<file path="src/sikt_ram.sv">
module sikt_ram #(
  parameter int DEPTH = 256,
  parameter int WIDTH = 8,
  parameter int AW    = $clog2(DEPTH)
) (
  input  logic             clk,
  input  logic             we,
  input  logic [AW-1:0]    waddr,
  input  logic [WIDTH-1:0] wdata,
  input  logic [AW-1:0]    raddr,
  output logic [WIDTH-1:0] rdata
);

  logic [WIDTH-1:0] mem [DEPTH];

  always_ff @(posedge clk) begin
    if (we) begin
      mem[waddr] <= wdata;
    end
  end

  always_ff @(posedge clk) begin
    rdata <= mem[raddr];
  end

endmodule

</file>
<file path="config.mk">
export PLATFORM = sky130hd
export DESIGN_NAME = sikt_ram
export DESIGN_NICKNAME = d
export VERILOG_FILES = /design/src/sikt_ram.sv
export SDC_FILE = /design/constraint.sdc
export NUM_CORES = 2
export LEC_CHECK = 0
export BUFFER_PORTS_ARGS = -buffer_cell sky130_fd_sc_hd__buf_2
export CAP_MARGIN = 5
export CORE_MARGIN = 2
export CORE_UTILIZATION = 25
export DETAILED_ROUTE_END_ITERATION = 8
export GPL_ROUTABILITY_DRIVEN = 0
export PLACE_DENSITY = 0.41
export REMOVE_ABC_BUFFERS = 1
export SLEW_MARGIN = 20
export SYNTH_ARGS = -nofsm -noshare
export SYNTH_HDL_FRONTEND = slang
export SYNTH_SLANG_ARGS = --single-unit
export TNS_END_PERCENT = 5
</file>
<file path="constraint.sdc">
create_clock -name clk -period 4.05 [get_ports clk]
set_input_delay 0.2025 -clock clk [delete_from_list [all_inputs] [get_ports clk]]
set_output_delay 0.2025 -clock clk [all_outputs]
set_load 0.01 [all_outputs]
</file>
==> metrics <==
Psw between 0.01 and 0.015 W; post-CTS resize count 0; FP Rows 207; Comb power frac 0.051; clk slew on worst S/H paths 0.06 ns; cells after synthesis 3,733; Critical Path End Type flip-flop; yosys warns 0; largest net degree at the start of global routing 137; Clock Skew 0.0915 ns; met3 WL 9.57 mm; setup TNS 0 ns; FILL cells approximately 31,000; GRT Util Overall 0.144; Placed Cells 8,008; Final Worst Setup Slack ~1.3 ns; DR WL/cell 27.9 um; Hold Path Class primary input to flip-flop; commonest cells after routing, fill and taps aside edfxtp_1 (2,048), mux4_2 (454), nor2_1 (279); final core utilization 0.294; #FFs+latches synth between 2,000 and 2,500; crit path max fanout 1; io pins 34; Register Area between 60,000 and 70,000 um^2; met1 WL 106 mm; fmax 358 MHz; critical path's largest stage delay 0.85 ns; initial antenna violation count 17; Post-synth EDFFs between 2,000 and 2,500; DRC Markers 0; layout cells sized above 1 0.262; Initial Util 0.251; reg2reg path depth 6; Synth area leader edfxtp_1; CORE AREA ~320,000 um^2; Via density 4.65; CTS tree done; Met2 Wirelength around 110 mm; worst r2r src mem[11][0]; Iter 0 DRT Violations 3,686; fin nets 4,094; DR top layer met4; Area Overhead vs Synth 17.2%; PwrDens around 490 nW/um^2; H-tree depth 4; Worst Path Required 4.81 ns; minimum clock period 2.79 ns; clock tree sinks 2,056; die area 323,000 um^2; worst path cell trace mux4_2 > a22oi_1 > a21oi_1 > nor4_1 > buf_4 > nor4_2; Async SR Flop Fraction 0; Root Driver clkbuf_16; Die H 568 um; status complete, no violations; Worst Tran Pin Value 1.20 ns; worst hold path depth 4; flop2flop setup slack 1.26 ns; max_cap viols 0; total leakage power between 20 and 30 nW; Worst VDD drop 0.000374 V; Critical-path top delay cell nor4_1; final setup fails 0; sequential power share 0.518; total CTS buffers between 200 and 250; syn_area_per_cell 21.3 um^2; Cell Count, Final, Fillers Out 8,432; die width 568 um; Slew Limit Fails 0; number of buffers added for setup after CTS 0; Via Count 39,187; Yosys cell types 55; Fin. Hold Viols 0; vias in the first global route ~40,000; Int Pwr 0.0353 W; clk buf depth 4; pre-CTS setup slack 0.352 ns; I/O Buffers 33; FF-to-FF End rdata[0]; Arr. time, crit path approximately 3.6 ns; HPWL after detailed placement ~150 mm; CP startpoint kind flip-flop; Clock Power Share 0.430; multi-input logic area 16,500 um^2; Syn Std Cell Area 79,600 um^2; most common cell after layout, fill and taps aside edfxtp_1; cells taking the most area after synthesis edfxtp_1 (77%), mux4_2 (13%), mux2i_1 (1.7%); first-pass GRT wire length 331 mm; Yosys top cell area share 0.773; ys flop type edfxtp_1; first-pass iteration count of the detailed router 5; final WL 235 mm; clk_lat worst skew 0.91 ns; register area share after synthesis 0.775; CP Class flip-flop to flip-flop; aggregate global routing overflow 0; Hold EP mem[173][5]; hold wc startpoint waddr[3]; relative slew slack 0.199; Tcrit/Tclk final 0.690; post-route ant nets 0; net switching share of the total power 0.222; setup repair after global routing missed its margin false
[critical path: cells and delay by family, from the launching register on]
family | cells | cell delay, ns
buffers and inverters | 1 | 0.24
multiplexers | 1 | 0.51
flip-flops | 1 | 0.35
AND/OR/NAND/NOR | 2 | 0.89
AO/OA/AOI/OAI | 2 | 0.65
[sequential cells by signal, summed over array words and instances, names as in the netlist]
signal	cells
rdata	8
mem	2048
[worst max-delay path by stage]
| stage | start | endpoint | slack, ns |
|---|---|---|---|
| after global routing | mem[76][7] | rdata[7] | 1.19 |
| after global placement | raddr[0] | rdata[0] | 0.12 |
| final | mem[11][0] | rdata[0] | 1.26 |
| after floorplan | raddr[2] | rdata[6] | 1.44 |
| after CTS | mem[80][3] | rdata[3] | 1.17 |
| after detailed placement | raddr[0] | rdata[0] | 0.35 |
[layer usage]
metal,global-route usage,up-vias
li1,-,16398
met1,0.200,21566
met2,0.237,921
met3,0.0177,302
met4,0.0366,0
met5,0,-
[stage by stage]
stage	hold WS [ns]	area [um^2]	power, W
3_5_place_dp	0.756	86200	0.0264
6_report	0.0851	93200	0.0454
2_1_floorplan	0.301	78100	0.0248
4_1_cts	0.0168	93200	0.0459
5_1_grt	0.0727	93200	0.0468
3_3_place_gp	0.736	86200	0.0263
[synth_stat cells, types with 5 or more instances]
cell type / n
nor2_1: 282
buf_4: 27
o21ai_0: 10
buf_2: 31
a211oi_1: 16
dfxtp_1: 8
buf_6: 21
a221oi_1: 13
nor2b_1: 31
clkbuf_1: 111
mux2i_1: 134
o22ai_1: 28
a22o_1: 8
nor4_1: 24
o211ai_1: 10
buf_8: 13
buf_12: 8
and2_1: 6
nor3_1: 22
nand2_1: 33
mux4_2: 454
a22oi_1: 133
o22a_1: 5
edfxtp_1: 2048
o221ai_1: 46
buf_1: 22
nand3_1: 34
nand4_1: 10
nand2b_1: 8
a21oi_1: 96
[cells by family (layout without fill, tap and decap cells)]
family,Yosys count,after routing,share of synthesized area
buf+inv,235,745,0.0183
compound gates,385,385,0.0342
flops,2056,2056,0.775
other cells,0,9,0
mux,591,591,0.146
simple gates,466,466,0.0263
[power by group through the flow]
stage,logic [W],registers [W],clock network (W)
after floorplan,0.000823,0.0239,0
after global placement,0.00237,0.0240,0
after detailed placement,0.00238,0.0240,0
after CTS,0.00239,0.0235,0.0200
after global routing,0.00247,0.0235,0.0208
final,0.00232,0.0235,0.0195
[cell type report]
cell class                 instances  area share
clock inverter                   125      0.0103
antenna                            9    0.000242
multi-input combinational       1442       0.177
inverter                           2   0.0000805
tap                             4180      0.0561
sequential                      2056       0.661
clock buffer                     281      0.0636
timing repair buffer             337      0.0311
[repair_timing]
item | CTS | global route
hold buffers | 9 | 0
endpoints found under the setup margin | 0 | 0
hold endpoints to repair | 579 | 0
Note: power is estimated with default switching activity, not from simulation.
