`src/sikt_pkg.sv`:
```
package sikt_pkg;

  localparam int MAX_ENTRIES   = 254;
  localparam int MAX_KEY_BYTES = 255;
  localparam int STORE_DEPTH   = MAX_ENTRIES * MAX_KEY_BYTES;

  localparam int BYTE_W  = 8;
  localparam int SLOT_W  = $clog2(MAX_ENTRIES + 1);
  localparam int LEN_W   = $clog2(MAX_KEY_BYTES + 1);
  localparam int BUF_AW  = $clog2(MAX_KEY_BYTES);
  localparam int LEN_AW  = $clog2(MAX_ENTRIES);
  localparam int STORE_AW = $clog2(STORE_DEPTH);

  localparam logic [SLOT_W-1:0]   MAX_ENTRIES_V   = SLOT_W'(MAX_ENTRIES);
  localparam logic [LEN_W-1:0]    MAX_KEY_BYTES_V = LEN_W'(MAX_KEY_BYTES);
  localparam logic [STORE_AW-1:0] ROW_STRIDE      = STORE_AW'(MAX_KEY_BYTES);

  localparam logic [7:0] IDX_EMPTY  = 8'd0;
  localparam logic [7:0] IDX_REJECT = 8'd255;

  typedef struct packed {
    logic              we;
    logic [BUF_AW-1:0] waddr;
    logic [BYTE_W-1:0] wdata;
    logic [BUF_AW-1:0] raddr;
  } buf_req_t;

  typedef struct packed {
    logic                we;
    logic [STORE_AW-1:0] waddr;
    logic [BYTE_W-1:0]   wdata;
    logic [STORE_AW-1:0] raddr;
  } store_req_t;

  typedef struct packed {
    logic              we;
    logic [LEN_AW-1:0] waddr;
    logic [LEN_W-1:0]  wdata;
    logic [LEN_AW-1:0] raddr;
  } len_req_t;

endpackage

```
`src/sikt_ctrl.sv`:
```
module sikt_ctrl (
  input  logic                          clk,
  input  logic                          rst_n,
  input  logic                          start,
  input  logic [7:0]                    in_key_byte,
  input  logic                          in_key_last,
  input  logic                          in_key_empty,
  output logic                          busy,
  output logic                          out_valid,
  output logic [7:0]                    out_key_index,
  output sikt_pkg::buf_req_t            buf_req,
  input  logic [sikt_pkg::BYTE_W-1:0]   buf_rdata,
  output sikt_pkg::store_req_t          store_req,
  input  logic [sikt_pkg::BYTE_W-1:0]   store_rdata,
  output sikt_pkg::len_req_t            len_req,
  input  logic [sikt_pkg::LEN_W-1:0]    len_rdata
);

  localparam logic [2:0] S_IDLE = 3'd0;
  localparam logic [2:0] S_LRD  = 3'd1;
  localparam logic [2:0] S_LCHK = 3'd2;
  localparam logic [2:0] S_CMP  = 3'd3;
  localparam logic [2:0] S_INS  = 3'd4;

  logic [2:0]                      state_r, state_nxt;
  logic [sikt_pkg::SLOT_W-1:0]     cnt_r, cnt_nxt;
  logic [sikt_pkg::LEN_W-1:0]      klen_r, klen_nxt;
  logic                            tl_r, tl_nxt;
  logic [sikt_pkg::SLOT_W-1:0]     slot_r, slot_nxt;
  logic [sikt_pkg::STORE_AW-1:0]   base_r, base_nxt;
  logic [sikt_pkg::LEN_W-1:0]      idx_r, idx_nxt;
  logic                            pend_r, pend_nxt;
  logic                            plast_r, plast_nxt;
  logic [sikt_pkg::STORE_AW-1:0]   paddr_r, paddr_nxt;
  logic                            ov_r, ov_nxt;
  logic [7:0]                      oidx_r, oidx_nxt;

  logic                            accept;
  logic                            add_byte;
  logic                            tl_now;
  logic [sikt_pkg::LEN_W-1:0]      flen;
  logic                            issue;
  logic                            adv;

  assign accept   = start && (state_r == S_IDLE);
  assign add_byte = !in_key_empty && (klen_r != sikt_pkg::MAX_KEY_BYTES_V);
  assign tl_now   = tl_r || (!in_key_empty && (klen_r == sikt_pkg::MAX_KEY_BYTES_V));
  assign flen     = klen_r + sikt_pkg::LEN_W'(add_byte);
  assign issue    = (idx_r != klen_r);

  always_comb begin
    buf_req.we    = accept && add_byte;
    buf_req.waddr = sikt_pkg::BUF_AW'(klen_r);
    buf_req.wdata = in_key_byte;
    buf_req.raddr = sikt_pkg::BUF_AW'(idx_r);

    store_req.we    = (state_r == S_INS) && pend_r;
    store_req.waddr = paddr_r;
    store_req.wdata = buf_rdata;
    store_req.raddr = base_r + sikt_pkg::STORE_AW'(idx_r);

    len_req.we    = (state_r == S_INS) && pend_r && plast_r;
    len_req.waddr = sikt_pkg::LEN_AW'(cnt_r);
    len_req.wdata = klen_r;
    len_req.raddr = sikt_pkg::LEN_AW'(slot_r);
  end

  always_comb begin
    state_nxt = state_r;
    cnt_nxt   = cnt_r;
    klen_nxt  = klen_r;
    tl_nxt    = tl_r;
    slot_nxt  = slot_r;
    base_nxt  = base_r;
    idx_nxt   = idx_r;
    pend_nxt  = pend_r;
    plast_nxt = plast_r;
    paddr_nxt = paddr_r;
    ov_nxt    = 1'b0;
    oidx_nxt  = oidx_r;
    adv       = 1'b0;

    case (state_r)
      S_IDLE: begin
        if (accept) begin
          if (!in_key_last) begin
            klen_nxt = flen;
            tl_nxt   = tl_now;
          end else begin
            tl_nxt   = 1'b0;
            klen_nxt = flen;
            slot_nxt = '0;
            base_nxt = '0;
            idx_nxt  = '0;
            pend_nxt = 1'b0;
            if (tl_now) begin
              ov_nxt   = 1'b1;
              oidx_nxt = sikt_pkg::IDX_REJECT;
              klen_nxt = '0;
            end else if (flen == '0) begin
              ov_nxt   = 1'b1;
              oidx_nxt = sikt_pkg::IDX_EMPTY;
            end else if (cnt_r == '0) begin
              state_nxt = S_INS;
            end else begin
              state_nxt = S_LRD;
            end
          end
        end
      end
      S_LRD: begin
        state_nxt = S_LCHK;
      end
      S_LCHK: begin
        if (len_rdata == klen_r) begin
          state_nxt = S_CMP;
          idx_nxt   = '0;
          pend_nxt  = 1'b0;
        end else begin
          adv = 1'b1;
        end
      end
      S_CMP: begin
        pend_nxt  = issue;
        plast_nxt = issue && (idx_r == klen_r - 1'b1);
        idx_nxt   = idx_r + sikt_pkg::LEN_W'(issue);
        if (pend_r && (buf_rdata != store_rdata)) begin
          adv = 1'b1;
        end else if (pend_r && plast_r) begin
          ov_nxt    = 1'b1;
          oidx_nxt  = 8'(slot_r + 1'b1);
          state_nxt = S_IDLE;
          klen_nxt  = '0;
        end
      end
      S_INS: begin
        pend_nxt  = issue;
        plast_nxt = issue && (idx_r == klen_r - 1'b1);
        idx_nxt   = idx_r + sikt_pkg::LEN_W'(issue);
        paddr_nxt = base_r + sikt_pkg::STORE_AW'(idx_r);
        if (pend_r && plast_r) begin
          ov_nxt    = 1'b1;
          oidx_nxt  = 8'(cnt_r + 1'b1);
          cnt_nxt   = cnt_r + 1'b1;
          state_nxt = S_IDLE;
          klen_nxt  = '0;
        end
      end
      default: begin
        state_nxt = S_IDLE;
      end
    endcase

    if (adv) begin
      slot_nxt = slot_r + 1'b1;
      base_nxt = base_r + sikt_pkg::ROW_STRIDE;
      idx_nxt  = '0;
      pend_nxt = 1'b0;
      if (slot_r + 1'b1 == cnt_r) begin
        if (cnt_r != sikt_pkg::MAX_ENTRIES_V) begin
          state_nxt = S_INS;
        end else begin
          ov_nxt    = 1'b1;
          oidx_nxt  = sikt_pkg::IDX_REJECT;
          state_nxt = S_IDLE;
          klen_nxt  = '0;
        end
      end else begin
        state_nxt = S_LRD;
      end
    end
  end

  always_ff @(posedge clk) begin
    if (!rst_n) begin
      state_r <= S_IDLE;
      cnt_r   <= '0;
      klen_r  <= '0;
      tl_r    <= 1'b0;
      pend_r  <= 1'b0;
      plast_r <= 1'b0;
      ov_r    <= 1'b0;
    end else begin
      state_r <= state_nxt;
      cnt_r   <= cnt_nxt;
      klen_r  <= klen_nxt;
      tl_r    <= tl_nxt;
      pend_r  <= pend_nxt;
      plast_r <= plast_nxt;
      ov_r    <= ov_nxt;
    end
  end

  always_ff @(posedge clk) begin
    slot_r  <= slot_nxt;
    base_r  <= base_nxt;
    idx_r   <= idx_nxt;
    paddr_r <= paddr_nxt;
    oidx_r  <= oidx_nxt;
  end

  assign busy          = (state_r != S_IDLE);
  assign out_valid     = ov_r;
  assign out_key_index = oidx_r;

endmodule

```
`config.mk`:
```
export PLATFORM = sky130hd
export DESIGN_NAME = sikt_ctrl
export DESIGN_NICKNAME = d
export VERILOG_FILES = /design/src/sikt_pkg.sv /design/src/sikt_ctrl.sv
export SDC_FILE = /design/constraint.sdc
export NUM_CORES = 1
export LEC_CHECK = 0
export BUFFER_PORTS_ARGS = -buffer_cell sky130_fd_sc_hd__buf_2
export CAP_MARGIN = 25
export CELL_PAD_IN_SITES_DETAIL_PLACEMENT = 1
export CELL_PAD_IN_SITES_GLOBAL_PLACEMENT = 2
export CORE_UTILIZATION = 34
export CTS_BUF_LIST = sky130_fd_sc_hd__clkbuf_8 sky130_fd_sc_hd__clkbuf_16
export DETAILED_ROUTE_END_ITERATION = 10
export PLACE_DENSITY = 0.85
export SYNTH_ARGS = -nofsm -noshare
export SYNTH_HDL_FRONTEND = slang
export SYNTH_SLANG_ARGS = --single-unit
```
`constraint.sdc`:
```
create_clock -name clk -period 4.2 [get_ports clk]
set_clock_uncertainty 0.15 [all_clocks]
set_input_delay 0.84 -clock clk [delete_from_list [all_inputs] [get_ports clk]]
set_output_delay 0.84 -clock clk [all_outputs]
set_load 0.05 [all_outputs]
```
==> results.cfg, run 1 <==
[run_status]
run_status = complete, no violations

[logic_synthesis]
ys_seq_elements = 79
syn-num-nets = 632
synth_fa_ha_area_share_pct = 4.92
syn_avg_cell_area_um2 = 9.12
ys_seq_area_share_pct = 37.8
yosys-top-cells-area = edfxtp_1, dfxtp_1, xor2_1, xnor2_1, ha_1
synth_top_family_by_area = simple AND/OR/NAND/NOR gates
synth_cell_types = 67
synthCells = 575
syn_area_um2 = 5240
synth_compound_area_share_pct = 12.4
synthSimpleGateAreaFrac_pct = 22.2
synthXorXnorAreaFrac_pct = 14.9
synth.largest_area_cell = edfxtp_1
synth_top_cell_area_share_pct = 22.9
synth.area.mux_share_pct = 0.573
yosys_warnings = 0
async_flop_share_pct = 0
synth-edff-count = 40
synthFlopType = edfxtp_1

[place]
dp_hpwl_mm = 11.5
gp_congestion = 0.851
io_buffers = 121
dpl_cell_area_um2 = 5830

[route]
drcViolationCount = 0
ant_nets = 0
wl_mm = 15.5
vias = 4535
firstDrtPassIters = 4
wl_per_cell_um = 18.1
vias_per_cell = 5.30
first_iter_violations = 182

[grt]
first_global_vias = 4703
grt_usage_pct = 19.9
grt-ovfl-total = 0
antenna_found_initial = 0
grt_pass1_wl_mm = 24.9
grt_max_degree = 27

[clocking]
hold_buffers = 0
cts_buffers = 9
root_buffer = clkbuf_16
clk_latency_ns = 0.35
ctsResizeCount = 0
htreeDepth = 3
clock-sinks = 79
cts_tree = built
clockBufferDepth = 2
post_cts_buffers = 0
path_clk_slew_ns = 0.06

[setup_path]
r2r-start = klen_r[1]
required_ns = 3.21
worst_setup_path_start_kind = flip-flop
arrival_ns = 2.97
end_kind = output pin
path_class = flip-flop to output pin
cp-startpoint = idx_r[1]
r2r_slack_ns = 0.89
crit_path_max_fanout = 8

[sta]
setup_viol = 0
fin_crit_sh_pct = 94.3
setup-tns-final_ns = 0
relSlewSlack_pct = 35.7
worst_pin_slew_ns = 0.956
fmax_mhz = 253
final_max_slew_viol_count = 0
finalHoldViolCount = 0
holdWs_ns = 0.347
rsz0062_at_grt = false
period_minus_slack_ns = 3.96

[die]
dieHeight_um = 126
die-area_um2 = 15900
rows = 45
fp.dieW_um = 126
ioPinCount = 138
start_util_pct = 34.6
core_area_um2 = 15100

[power_and_ir_drop]
internal-power_w = 0.00150
seq_power_share_pct = 38.7
p_sw_w = 0.00100
power.density_nw_per_um2 = 409
ir_drop_mv = 0.208
power_frac_clock_pct = 29.4
leakage_nw = 2.71
swShare_pct = 40.0
share_comb_of_total_power_pct = 31.9

[layout]
final_util_pct = 40.3
diodes = 0
fin_area_um2 = 6100
mostFrequentLayoutCells = buf_2, nor2_1, xor2_1
final_common_cell = buf_2
nNetsFinal = 719
drive_gt1_share_pct = 23.2
syn2layout_area_growth_pct = 16.3

[job]
maxCapViolCount = 0

[hold_path]
min_from = plast_r
hp-class = flip-flop to flip-flop
==> per-stage QoR <==
step	total power, W	cells	setup WS [ns]
6_report	0.00250	855	0.240
5_1_grt	0.00261	855	0.0147
4_1_cts	0.00252	855	0.118
3_5_place_dp	0.00178	839	0.535
3_3_place_gp	0.00176	839	0.534
2_1_floorplan	0.00160	575	0.278
==> kinds of logic (layout without fill, tap and decap cells) <==
kind of cell | Yosys count | after routing
buf+inv | 72 | 164
fa+ha+maj | 20 | 20
mux | 3 | 3
simple gates | 230 | 230
compound gates | 82 | 82
xor+xnor | 89 | 89
flops | 79 | 79
==> power groups by stage <==
| stage | combinational, W | clock, W | sequential (W) |
|---|---|---|---|
| 2_1_floorplan | 0.000452 | 0 | 0.00114 |
| 3_3_place_gp | 0.000781 | 0 | 0.000980 |
| 3_5_place_dp | 0.000797 | 0 | 0.000985 |
| 4_1_cts | 0.000801 | 0.000748 | 0.000968 |
| 5_1_grt | 0.000852 | 0.000780 | 0.000979 |
| 6_report | 0.000796 | 0.000733 | 0.000967 |
==> worst paths after layout <==
kind,to,cells past startpoint
worst max register to register,out_key_index[1],10
worst min-delay path,plast_r,2
worst max-delay path,store_req[9],8
worst min register to register,plast_r,2
==> per-layer routing <==
metal | up-vias | routed length [um] | track usage, %
met5 | - | 0 | 0
met4 | 0 | 289 | 6.52
met3 | 28 | 518 | 4.21
met2 | 87 | 7650 | 34.5
met1 | 2221 | 7040 | 24.5
li1 | 2199 | - | -
==> worst max-delay path: stages, from the launching register on <==
cell	delay [ns]
dfxtp_1	0.49
ha_1	0.29
a21o_1	0.18
a21o_1	0.22
a2111oi_1	0.54
nor2_1	0.13
o31ai_1	0.31
xnor2_1	0.18
buf_2	0.29
==> sequential cells by signal, indices dropped and copies added (netlist names) <==
register	count
base_r	16
tl_r	1
pend_r	1
out_key_index	8
paddr_r	16
plast_r	1
cnt_r	8
idx_r	8
state_r	3
out_valid	1
klen_r	8
slot_r	8
==> cell usage after synthesis (all sizes together), types with 13 or more instances <==
library cell and instances:
edfxtp 40, a21oi 14, dfxtp 39, nand2 53, inv 19, xnor2 33, nand3 29, ha 19
buf 39, o21ai 13, nor2 58, nor3 14, and3 14, nand4 17, xor2 56, clkbuf 14
==> area by class of cell <==
| type | count | area [um2] |
|---|---|---|
| fill | 1776 | 9050 |
| multi-input combinational | 424 | 2880 |
| sequential | 79 | 1980 |
| timing repair buffer | 129 | 666 |
| tap | 188 | 235 |
| clock buffer | 9 | 225 |
| inverter | 19 | 71.3 |
| clock inverter | 7 | 40.0 |
Note: power is estimated with default switching activity, not from simulation.
==> inputs of run 2 (changes only) <==
CAP_MARGIN = default   (was 25)
GPL_ROUTABILITY_DRIVEN = 1   (was default)
RECOVER_POWER = 50   (was default)
==> run 2 against run 1 <==
Against the previous run: setup slack lost 0.013 ns; clock-buffer cell count is the same; final cell count is the same; global-route usage is the same; critical endpoint unchanged; largest cell class unchanged; highest routed layer unchanged.
==> results.cfg, run 2 (synthesis results as in run 1) <==
[setup_path]
required_ns = 3.21
r2r_slack_ns = 0.86
arrival_ns = 2.98
end_kind = output pin
crit_path_max_fanout = 8
worst_setup_path_start_kind = flip-flop
path_class = flip-flop to output pin

[layout]
nNetsFinal = 719
final_common_cell = clkbuf_1
drive_gt1_share_pct = 11.8
syn2layout_area_growth_pct = 14.2
mostFrequentLayoutCells = clkbuf_1, nor2_1, xor2_1
final_util_pct = 39.5
reg.largest.list = base_r (16), paddr_r (16)
fin_cells = 855
diodes = 0

[route]
drcViolationCount = 0
wl_per_cell_um = 18.1
vias_per_cell = 5.31
firstDrtPassIters = 4
first_iter_violations = 173
wl_mm = 15.5
vias = 4543
ant_nets = 0

[sta]
period_minus_slack_ns = 3.97
relSlewSlack_pct = 36.1
final_max_slew_viol_count = 0
setup_viol = 0
setup-tns-final_ns = 0
rsz0062_at_grt = false
final.setup.worst_slack_ns = 0.227
fmax_mhz = 252
fin_crit_sh_pct = 94.6
worst_pin_slew_ns = 0.950
finalHoldViolCount = 0

[grt]
grt_usage_pct = 19.9
grt_pass1_wl_mm = 24.9
grt_max_degree = 27
antenna_found_initial = 0
first_global_vias = 4703
grt_use_met1_pct = 24.5
grt.busiest_layer = met2
grt-ovfl-total = 0
grtUsageMet3_pct = 4.21
use_met2_pct = 34.5

[die]
rows = 45
die-area_um2 = 15900
start_util_pct = 34.6
dieHeight_um = 126
core_area_um2 = 15100
fp.dieW_um = 126
ioPinCount = 138

[clocking]
clock-sinks = 79
root_buffer = clkbuf_16
clockBufferDepth = 2
hold_buffers = 0
cts_buffers = 9
htreeDepth = 3
path_clk_slew_ns = 0.06
cts_tree = built
clk_latency_ns = 0.35

[power_and_ir_drop]
power.density_nw_per_um2 = 414
share_comb_of_total_power_pct = 31.4
swShare_pct = 40.3
power_frac_clock_pct = 29.5
ir_drop_mv = 0.208
internal-power_w = 0.00148
total_power_w = 0.00248
p_sw_w = 0.00100
seq_power_share_pct = 39.1
leakage_nw = 2.40

[run_status]
run_status = complete, no violations

[place]
io_buffers = 121
dp_hpwl_mm = 11.5
gp_congestion = 0.851
place_inst = 839
pre_cts_ws_ns = 0.535

[hold_path]
hp-class = flip-flop to flip-flop

[job]
maxCapViolCount = 0
## run 2: cell count changes in the layout (fill, tap and decap cells not counted)
cell and change:
o41ai_4 -1, a21boi_0 +1, o41ai_1 +1, a21boi_1 -1, clkbuf_1 +74, buf_2 -74
inv_2 -1, inv_1 +1
## run 2: layout make-up
| type | count | area (um2) |
|---|---|---|
| Fill cell | 1810 | 9160 |
| Multi-Input combinational cell | 424 | 2860 |
| Sequential cell | 79 | 1980 |
| Timing Repair Buffer | 129 | 573 |
| Tap cell | 188 | 235 |
| Clock buffer | 9 | 225 |
| Inverter | 19 | 71.3 |
| Clock inverter | 7 | 40.0 |
## run 2: critical path, stage by stage, from the launching register on
cell	delay, ns
dfxtp_1	0.49
ha_1	0.29
a21o_1	0.18
a21o_1	0.22
a2111oi_1	0.55
nor2_1	0.13
o31ai_1	0.31
xnor2_1	0.18
buf_2	0.29
## run 2: worst paths after layout
path | from | end | depth (start not counted)
worst max register to register | klen_r[1] | out_key_index[1] | 10
worst max-delay path | idx_r[1] | store_req[9] | 8
worst min register to register | plast_r | plast_r | 2
worst min-delay path | plast_r | plast_r | 2
## run 2: what timing repair did
action / in CTS / in global routing
setup buffers: 0 / 0
resized for setup: 0 / 1
setup endpoints to repair: 0 / 3
## run 2: power by group through the flow
stage / logic, W / registers, W / clock network (W)
2_1_floorplan: 0.000452 / 0.00114 / 0
3_3_place_gp: 0.000781 / 0.000980 / 0
3_5_place_dp: 0.000797 / 0.000985 / 0
4_1_cts: 0.000801 / 0.000968 / 0.000748
5_1_grt: 0.000834 / 0.000981 / 0.000780
6_report: 0.000779 / 0.000969 / 0.000732
## run 2: metrics by stage
stage / hold slack (ns) / area [um2]
after floorplan: 0.299 / 5240
after global placement: 0.325 / 5830
after detailed placement: 0.334 / 5830
after CTS: 0.342 / 6100
after global routing: 0.370 / 5990
final: 0.347 / 5990
## run 2: per-layer routing
layer / up-vias / wire length [um]
met2: 90 / 7650
li1: 2198 / -
met3: 27 / 500
met1: 2228 / 7030
met4: 0 / 289
met5: - / 0
